File: config.mk
export PLATFORM = sky130hd
export DESIGN_NAME = polynomial_string_hash_mod_core
export DESIGN_NICKNAME = d
export VERILOG_FILES = /design/src/phm_pkg.sv /design/src/polynomial_string_hash_mod_core.sv /design/src/phm_front.sv /design/src/phm_queue.sv /design/src/phm_back.sv
export SDC_FILE = /design/constraint.sdc
export NUM_CORES = 1
export LEC_CHECK = 0
export BUFFER_PORTS_ARGS = -buffer_cell sky130_fd_sc_hd__buf_4
export CAP_MARGIN = 20
export CORE_UTILIZATION = 30
export CTS_CLUSTER_DIAMETER = 200
export DETAILED_ROUTE_END_ITERATION = 10
export PLACE_DENSITY = 0.45
export SETUP_SLACK_MARGIN = 0.2
export SLEW_MARGIN = 20
export SYNTH_ARGS = -nofsm -noshare
export SYNTH_HDL_FRONTEND = slang
export SYNTH_HIERARCHICAL = 1
export SYNTH_SLANG_ARGS = --single-unit
File: constraint.sdc
create_clock -name clk -period 5.18 [get_ports clk]
set_clock_uncertainty 0.1 [all_clocks]
set_input_delay 0.777 -clock clk [delete_from_list [all_inputs] [get_ports clk]]
set_output_delay 0.777 -clock clk [all_outputs]
set_load 0.05 [all_outputs]
File: src/phm_pkg.sv
// phm_pkg: shared constants for the polynomial string hash block
// no dependencies; used by every module under src
`timescale 1ns / 1ps

package phm_pkg;

  localparam int HASH_WIDTH_DEF   = 32;
  localparam int QUEUE_DEPTH_DEF  = 2;
  localparam int HASH_BASE        = 37;

  localparam int CHAR_W           = 8;
  localparam int RAW_W            = 32;
  localparam int BUCKET_W         = 20;
  localparam int TABLE_SIZE_W     = 21;

  localparam logic [TABLE_SIZE_W-1:0] TABLE_SIZE_RESET = TABLE_SIZE_W'(1024);
  localparam logic [TABLE_SIZE_W-1:0] TABLE_SIZE_MAX   = TABLE_SIZE_W'(1048576);

endpackage

File: src/polynomial_string_hash_mod_core.sv
// polynomial_string_hash_mod_core: top level of the base-37 word hash with bucket index
// depends on phm_pkg, phm_front, phm_queue, phm_back
//
//   channel   handshake              payload
//   input     push / full            char_code, last_char, no_char
//   result    empty / pop            raw_hash, bucket
//   config    cfg_valid / cfg_ready  table_size
//
// the front takes one item per cycle while the hash queue has room
// each word's bucket is worked out bit by bit in the serial modulo unit of the back
// full rises only when the hash queue holds QUEUE_DEPTH words waiting for that unit
// a result stays on the ports until popped; the back holds its next word meanwhile
// synchronous reset clears the accumulator, queue and result valid flag; table_size resets to 1024
`timescale 1ns / 1ps

module polynomial_string_hash_mod_core #(
  parameter int HASH_WIDTH  = phm_pkg::HASH_WIDTH_DEF,
  parameter int QUEUE_DEPTH = phm_pkg::QUEUE_DEPTH_DEF
) (
  input  logic                              clk,
  input  logic                              rst,
  input  logic                              push,
  output logic                              full,
  input  logic [phm_pkg::CHAR_W-1:0]        char_code,
  input  logic                              last_char,
  input  logic                              no_char,
  output logic                              empty,
  input  logic                              pop,
  output logic [phm_pkg::RAW_W-1:0]         raw_hash,
  output logic [phm_pkg::BUCKET_W-1:0]      bucket,
  input  logic                              cfg_valid,
  output logic                              cfg_ready,
  input  logic [phm_pkg::TABLE_SIZE_W-1:0]  table_size
);

  logic [phm_pkg::TABLE_SIZE_W-1:0] size_cfg;
  logic                             q_push;
  logic [HASH_WIDTH-1:0]            q_wdata;
  logic                             q_full;
  logic                             q_pop;
  logic [HASH_WIDTH-1:0]            q_rdata;
  logic                             q_valid;

  assign cfg_ready = 1'b1;
  assign full      = q_full;

  always_ff @(posedge clk) begin
    if (rst) begin
      size_cfg <= phm_pkg::TABLE_SIZE_RESET;
    end else if (cfg_valid && cfg_ready) begin
      size_cfg <= table_size;
    end
  end

  phm_front #(
    .HASH_WIDTH (HASH_WIDTH)
  ) u_front (
    .clk       (clk),
    .rst       (rst),
    .push      (push),
    .char_code (char_code),
    .last_char (last_char),
    .no_char   (no_char),
    .q_full    (q_full),
    .q_push    (q_push),
    .q_data    (q_wdata)
  );

  phm_queue #(
    .WIDTH (HASH_WIDTH),
    .DEPTH (QUEUE_DEPTH)
  ) u_queue (
    .clk     (clk),
    .rst     (rst),
    .wr_en   (q_push),
    .wr_data (q_wdata),
    .full    (q_full),
    .rd_en   (q_pop),
    .rd_data (q_rdata),
    .valid   (q_valid)
  );

  phm_back #(
    .HASH_WIDTH (HASH_WIDTH)
  ) u_back (
    .clk      (clk),
    .rst      (rst),
    .q_valid  (q_valid),
    .q_data   (q_rdata),
    .q_pop    (q_pop),
    .size_cfg (size_cfg),
    .empty    (empty),
    .pop      (pop),
    .raw_hash (raw_hash),
    .bucket   (bucket)
  );

endmodule

File: src/phm_front.sv
// phm_front: horner accumulator, takes one character per accepted item unless no_char is set
// depends on phm_pkg; pushes finished word hashes into phm_queue
`timescale 1ns / 1ps

module phm_front #(
  parameter int HASH_WIDTH = phm_pkg::HASH_WIDTH_DEF
) (
  input  logic                          clk,
  input  logic                          rst,
  input  logic                          push,
  input  logic [phm_pkg::CHAR_W-1:0]    char_code,
  input  logic                          last_char,
  input  logic                          no_char,
  input  logic                          q_full,
  output logic                          q_push,
  output logic [HASH_WIDTH-1:0]         q_data
);

  logic [HASH_WIDTH-1:0] acc;
  logic [HASH_WIDTH-1:0] acc_step;
  logic [HASH_WIDTH-1:0] acc_next;
  logic                  accept;

  assign accept   = push && !q_full;
  assign acc_step = HASH_WIDTH'(acc * HASH_WIDTH'(phm_pkg::HASH_BASE))
                    + HASH_WIDTH'(char_code);
  assign acc_next = no_char ? acc : acc_step;

  assign q_push = accept && last_char;
  assign q_data = acc_next;

  always_ff @(posedge clk) begin
    if (rst) begin
      acc <= '0;
    end else if (accept) begin
      if (last_char) begin
        acc <= '0;
      end else begin
        acc <= acc_next;
      end
    end
  end

endmodule

File: src/phm_queue.sv
// phm_queue: short fifo of finished word hashes between front and back
// depends on phm_pkg for default sizes
`timescale 1ns / 1ps

module phm_queue #(
  parameter int WIDTH = phm_pkg::HASH_WIDTH_DEF,
  parameter int DEPTH = phm_pkg::QUEUE_DEPTH_DEF
) (
  input  logic             clk,
  input  logic             rst,
  input  logic             wr_en,
  input  logic [WIDTH-1:0] wr_data,
  output logic             full,
  input  logic             rd_en,
  output logic [WIDTH-1:0] rd_data,
  output logic             valid
);

  localparam int PTR_W = (DEPTH > 1) ? $clog2(DEPTH) : 1;
  localparam int CNT_W = $clog2(DEPTH + 1);

  logic [WIDTH-1:0] mem [DEPTH];
  logic [PTR_W-1:0] wr_ptr;
  logic [PTR_W-1:0] rd_ptr;
  logic [CNT_W-1:0] count;
  logic             do_wr;
  logic             do_rd;

  assign full    = (count == CNT_W'(DEPTH));
  assign valid   = (count != '0);
  assign do_wr   = wr_en && !full;
  assign do_rd   = rd_en && valid;
  assign rd_data = mem[rd_ptr];

  always_ff @(posedge clk) begin
    if (do_wr) begin
      mem[wr_ptr] <= wr_data;
    end
  end

  always_ff @(posedge clk) begin
    if (rst) begin
      wr_ptr <= '0;
      rd_ptr <= '0;
      count  <= '0;
    end else begin
      if (do_wr) begin
        wr_ptr <= (wr_ptr == PTR_W'(DEPTH - 1)) ? '0 : wr_ptr + PTR_W'(1);
      end
      if (do_rd) begin
        rd_ptr <= (rd_ptr == PTR_W'(DEPTH - 1)) ? '0 : rd_ptr + PTR_W'(1);
      end
      if (do_wr && !do_rd) begin
        count <= count + CNT_W'(1);
      end else if (do_rd && !do_wr) begin
        count <= count - CNT_W'(1);
      end
    end
  end

endmodule

File: src/phm_back.sv
// phm_back: bit-serial restoring modulo of each word hash, plus result register
// depends on phm_pkg; reads phm_queue, drives the result side of the core
`timescale 1ns / 1ps

module phm_back #(
  parameter int HASH_WIDTH = phm_pkg::HASH_WIDTH_DEF
) (
  input  logic                              clk,
  input  logic                              rst,
  input  logic                              q_valid,
  input  logic [HASH_WIDTH-1:0]             q_data,
  output logic                              q_pop,
  input  logic [phm_pkg::TABLE_SIZE_W-1:0]  size_cfg,
  output logic                              empty,
  input  logic                              pop,
  output logic [phm_pkg::RAW_W-1:0]         raw_hash,
  output logic [phm_pkg::BUCKET_W-1:0]      bucket
);

  localparam int CNT_W = $clog2(HASH_WIDTH + 1);
  localparam int TW    = phm_pkg::TABLE_SIZE_W;
  localparam int BW    = phm_pkg::BUCKET_W;

  typedef enum logic [2:0] {
    S_IDLE = 3'b001,
    S_DIV  = 3'b010,
    S_HOLD = 3'b100
  } state_t;

  state_t                state;
  state_t                state_next;
  logic [HASH_WIDTH-1:0] hash;
  logic [HASH_WIDTH-1:0] dividend;
  logic [BW-1:0]         rem;
  logic [CNT_W-1:0]      cnt;
  logic [TW-1:0]         modulus;
  logic [TW-1:0]         rem_shift;
  logic [BW-1:0]         rem_step;
  logic                  out_valid;
  logic                  out_free;

  assign empty    = !out_valid;
  assign out_free = !out_valid || pop;

  // effective modulus: zero acts as one, large sizes saturate
  always_comb begin
    if (size_cfg == '0) begin
      modulus = TW'(1);
    end else if (size_cfg > phm_pkg::TABLE_SIZE_MAX) begin
      modulus = phm_pkg::TABLE_SIZE_MAX;
    end else begin
      modulus = size_cfg;
    end
  end

  assign rem_shift = {rem, dividend[HASH_WIDTH-1]};
  assign rem_step  = (rem_shift >= modulus) ? BW'(rem_shift - modulus) : BW'(rem_shift);

  always_comb begin
    state_next = state;
    q_pop      = 1'b0;
    unique case (state)
      S_IDLE: begin
        if (q_valid) begin
          q_pop      = 1'b1;
          state_next = S_DIV;
        end
      end
      S_DIV: begin
        if (cnt == CNT_W'(1)) begin
          state_next = S_HOLD;
        end
      end
      S_HOLD: begin
        if (out_free) begin
          state_next = S_IDLE;
        end
      end
      default: state_next = S_IDLE;
    endcase
  end

  always_ff @(posedge clk) begin
    if (rst) begin
      state     <= S_IDLE;
      out_valid <= 1'b0;
      cnt       <= '0;
    end else begin
      state <= state_next;
      if (state == S_IDLE && q_valid) begin
        cnt <= CNT_W'(HASH_WIDTH);
      end else if (state == S_DIV) begin
        cnt <= cnt - CNT_W'(1);
      end
      if (state == S_HOLD && out_free) begin
        out_valid <= 1'b1;
      end else if (pop) begin
        out_valid <= 1'b0;
      end
    end
  end

  always_ff @(posedge clk) begin
    if (state == S_IDLE && q_valid) begin
      hash     <= q_data;
      dividend <= q_data;
      rem      <= '0;
    end else if (state == S_DIV) begin
      dividend <= {dividend[HASH_WIDTH-2:0], 1'b0};
      rem      <= rem_step;
    end
    if (state == S_HOLD && out_free) begin
      raw_hash <= phm_pkg::RAW_W'(hash);
      bucket   <= rem;
    end
  end

endmodule
==> impl_results.rst <==
.. list-table::
   :header-rows: 1

   * - Metric
     - Value
   * - Run status
     - finished clean
   * - Post-synthesis compound-gate area fraction
     - 11.7%
   * - Number of antenna diodes
     - 0
   * - Max FO, Critical Path
     - 6
   * - Arrival time of data at the critical path endpoint
     - roughly 4.8 ns
   * - Vias per Instance
     - 4.81
   * - Total nets after synthesis
     - 1519
   * - Dominant combinational cell family by area after synthesis
     - adder cells
   * - Global router's overall resource usage
     - between 10% and 20%
   * - Clock latency at the later pin of the worst-skew pair
     - approximately 0.55 ns
   * - Hold Fails Final Rpt
     - 0
   * - RSZ-0062 raised after global routing
     - no
   * - Worst reg2reg setup slack
     - 0.59 ns
   * - Final estimated routing congestion in global placement
     - between 0.8 and 0.9
   * - Number of gates resized after cts
     - 0
   * - Post-layout instance count excluding filler cells
     - around 2100
   * - Final routed DRC violation total
     - 0
   * - MaxCap Viol Count
     - 0
   * - Setup TNS
     - 0 ns
   * - Worst hold-check slack
     - 0.314 ns
   * - Starting density of the core
     - 30.4%
   * - GRT overflow
     - 0
   * - Average wire per cell in the routed design
     - approximately 17 um
   * - Synth area leader
     - sky130_fd_sc_hd__edfxtp_1
   * - Pins over their slew limit
     - 0
   * - Hold Path Stages
     - 0
   * - DRC violation total after the first TritonRoute iteration
     - around 470
   * - Synthesized-area fraction occupied by adder cells
     - between 10% and 20%
   * - Post-synthesis instance total
     - between 1000 and 1500
   * - Crit path capture type
     - register
   * - Placed cell count
     - about 2000
   * - Slew Limit Headroom
     - a little under a third
   * - # setup viols final
     - 0
   * - Minimum period implied by the final worst setup slack
     - approximately 4.6 ns
   * - Number of synthesized flops with an enable pin
     - 180
   * - CTS tree
     - yes
   * - Element type at the critical path start
     - register
   * - Crit Path Class
     - reg -> reg
   * - Number of vias after detailed routing
     - 9969
   * - Portion of synthesized cell area occupied by the leading cell type
     - 36.4%
   * - Top area cells in the synthesized netlist
     - sky130_fd_sc_hd__edfxtp_1, sky130_fd_sc_hd__ha_1, sky130_fd_sc_hd__dfxtp_1, sky130_fd_sc_hd__mux2_2, sky130_fd_sc_hd__fa_1
   * - Layout area overhead
     - 16.2%
   * - Transition time of the tightest slew-check pin
     - just over 1 ns
   * - Count of boundary I/O pins
     - between 90 and 100
   * - H-Tree Depth
     - 1
   * - Number of warnings reported in the yosys synthesis log
     - 6
   * - Post-synth design cell area
     - 0.0148 sq mm
   * - Crit path required time
     - between 5 and 6 ns
   * - Number of nets with antenna violations after routing
     - 0
   * - Number of cell rows
     - 81
   * - Global-route wire length before repair
     - about 56000 um
   * - Detailed-router iteration count before antenna repair
     - 5
   * - Leakage power of the design
     - 7.08 nW
   * - Hold Path Class
     - reg -> reg
   * - Post-route standard cell area excluding fillers
     - between 0.015 and 0.02 sq mm
   * - Count of port buffers added during placement
     - a little under 90
   * - Xor/xnor cell area share of the yosys netlist
     - under 10%
   * - Share of synthesized area spent on multiplexers
     - between 6 and 7%
   * - Count of unique library cells instantiated by Yosys
     - 80
   * - Mean Syn Cell Area
     - around 11 sq um
   * - Area of the die
     - 0.0504 sq mm
   * - Async set or reset register ratio after synthesis
     - 0%
   * - Detailed Place HPWL
     - roughly 26000 um
   * - Share of post-route cells with drive strength above 1
     - 17.2%
   * - Fmax
     - 0.218 GHz
   * - Fraction of the cycle the final worst path needs
     - between 80% and 90%
   * - Path depth of the worst reg2reg path
     - 15
   * - Number of storage elements in the synthesis netlist
     - roughly 270
   * - Leading cell types in the layout, fill and taps excluded
     - sky130_fd_sc_hd__edfxtp_1, sky130_fd_sc_hd__nand2_1, sky130_fd_sc_hd__ha_1, sky130_fd_sc_hd__buf_4, sky130_fd_sc_hd__dfxtp_1
   * - Commonest non-fill, non-tap cell in the layout
     - sky130_fd_sc_hd__edfxtp_1
   * - Inserted Clock Buffers
     - 30
   * - Quantity of hold-fixing buffers added after cts
     - 0
   * - Pwr dens
     - just under 400 mW/mm^2
   * - Area share of and/or/nand/nor cells after synthesis
     - approximately a tenth
   * - Via count of the first global-routing pass
     - 10089
   * - Die X-Extent
     - roughly 220 um
   * - Clock input transition at the sequential cells of the worst setup and hold paths
     - 0.06 ns
   * - Vertical die dimension
     - between 200 and 250 um
   * - Maximum number of pins on one net before global-route repair
     - around 70
   * - Total wire length
     - about 35000 um
   * - Dominant register cell in the synthesized netlist
     - sky130_fd_sc_hd__edfxtp_1
   * - Worst ir drop on vdd
     - a little under 300 uV
   * - Root buffer cell
     - sky130_fd_sc_hd__clkbuf_16
   * - Clock buffer depth
     - 3
   * - Number of clock sinks
     - ~270
   * - Total cell area at the placement stage
     - approximately 0.016 sq mm
   * - Fin nets
     - 1593
   * - Final worst slack
     - between 0.5 and 0.6 ns
   * - Sequential area share after synthesis
     - roughly 48%
   * - Number of antenna violations at the first check in global routing
     - 0
   * - Floorplan Core Area
     - slightly below 0.05 sq mm
   * - Pre-CTS WS
     - between 0.5 and 0.6 ns
   * - Post-CTS setup-driven buffer insertion count
     - 0
## path summary, 6_finish.rpt
path,from,endpoint
setup / recovery,u_front/acc[5],u_queue/mem[0][30]
hold / removal,u_back/hash[5],u_back/raw_hash[5]
setup reg to reg,u_front/acc[5],u_queue/mem[0][30]
hold reg to reg,u_back/hash[5],u_back/raw_hash[5]
## flip-flops by register name (all words and copies together), names as in the netlist, named ones only
register and flops:
u_queue/rd_ptr 1, u_back/out_valid 1, u_back/dividend 32, u_queue/mem 64, u_front/acc 32, u_back/state 3
size_cfg 21, u_queue/wr_ptr 1, u_back/rem 20, u_back/cnt 6, u_back/bucket 20, u_back/hash 32
u_back/raw_hash 32, u_queue/count 2
## per-stage QoR
step	power, mW	utilization, %
after detailed placement	4.61	33.1
final	6.84	35.3
after global routing	7.22	35.3
after global placement	4.60	33.1
after floorplan	4.16	-
after CTS	6.96	35.3
## report_power, final
group	internal (mW)	leakage, nW	switching (mW)
Combinational	0.609	4.19	0.929
Clock	1.45	0.528	0.853
Sequential	2.86	2.36	0.134
## synthesized netlist by cell type, types with 15 or more instances
cell type and count:
sky130_fd_sc_hd__fa_1 31, sky130_fd_sc_hd__edfxtp_1 180, sky130_fd_sc_hd__inv_1 68, sky130_fd_sc_hd__mux2_2 65
sky130_fd_sc_hd__o21ai_0 64, sky130_fd_sc_hd__clkbuf_1 34, sky130_fd_sc_hd__nand4_1 15, sky130_fd_sc_hd__o211ai_1 26
sky130_fd_sc_hd__nand2_1 150, sky130_fd_sc_hd__a21oi_1 51, sky130_fd_sc_hd__nor3_1 23, sky130_fd_sc_hd__xnor2_1 29
sky130_fd_sc_hd__nor2_1 82, sky130_fd_sc_hd__ha_1 141, sky130_fd_sc_hd__xor2_1 25, sky130_fd_sc_hd__mux2i_1 22
sky130_fd_sc_hd__a21o_1 22, sky130_fd_sc_hd__dfxtp_1 88
## metal layers
metal	track usage, %	share of wire, %
met1	18.3	46
met2	24.2	49
met3	1.54	3.2
met4	4.28	2.3
met5	0	0
## area by class of cell
cell class                 count  area (sq um)
fill                        4900         31600
multi-input combinational    914          7150
clock inverter                20           288
tap                          664           831
clock buffer                  36           805
timing repair buffer         101           758
inverter                      70           263
sequential                   268          7170
## critical path, cell delays in order (launching register included)
cell and delay [ns]:
sky130_fd_sc_hd__dfxtp_1 0.42, sky130_fd_sc_hd__ha_1 0.27, sky130_fd_sc_hd__ha_1 0.29, sky130_fd_sc_hd__fa_1 0.53, sky130_fd_sc_hd__inv_1 0.05, sky130_fd_sc_hd__fa_1 0.50, sky130_fd_sc_hd__inv_1 0.04, sky130_fd_sc_hd__ha_1 0.36
sky130_fd_sc_hd__a21oi_1 0.27, sky130_fd_sc_hd__o21ai_0 0.17, sky130_fd_sc_hd__a221oi_1 0.38, sky130_fd_sc_hd__nand2_1 0.15, sky130_fd_sc_hd__a21oi_1 0.30, sky130_fd_sc_hd__o41ai_1 0.16, sky130_fd_sc_hd__xnor2_1 0.18, sky130_fd_sc_hd__o21ai_0 0.12
## cell families after synthesis
kind of cell               after synthesis
muxes                                   89
and+or+nand+nor                        342
adders and majority gates              172
buffers and inverters                  129
other                                    1
xor gates and xnor gates                54
AOI/OAI and AO/OA                      256
DFF                                    268
Note: power is estimated with default switching activity, not from simulation.
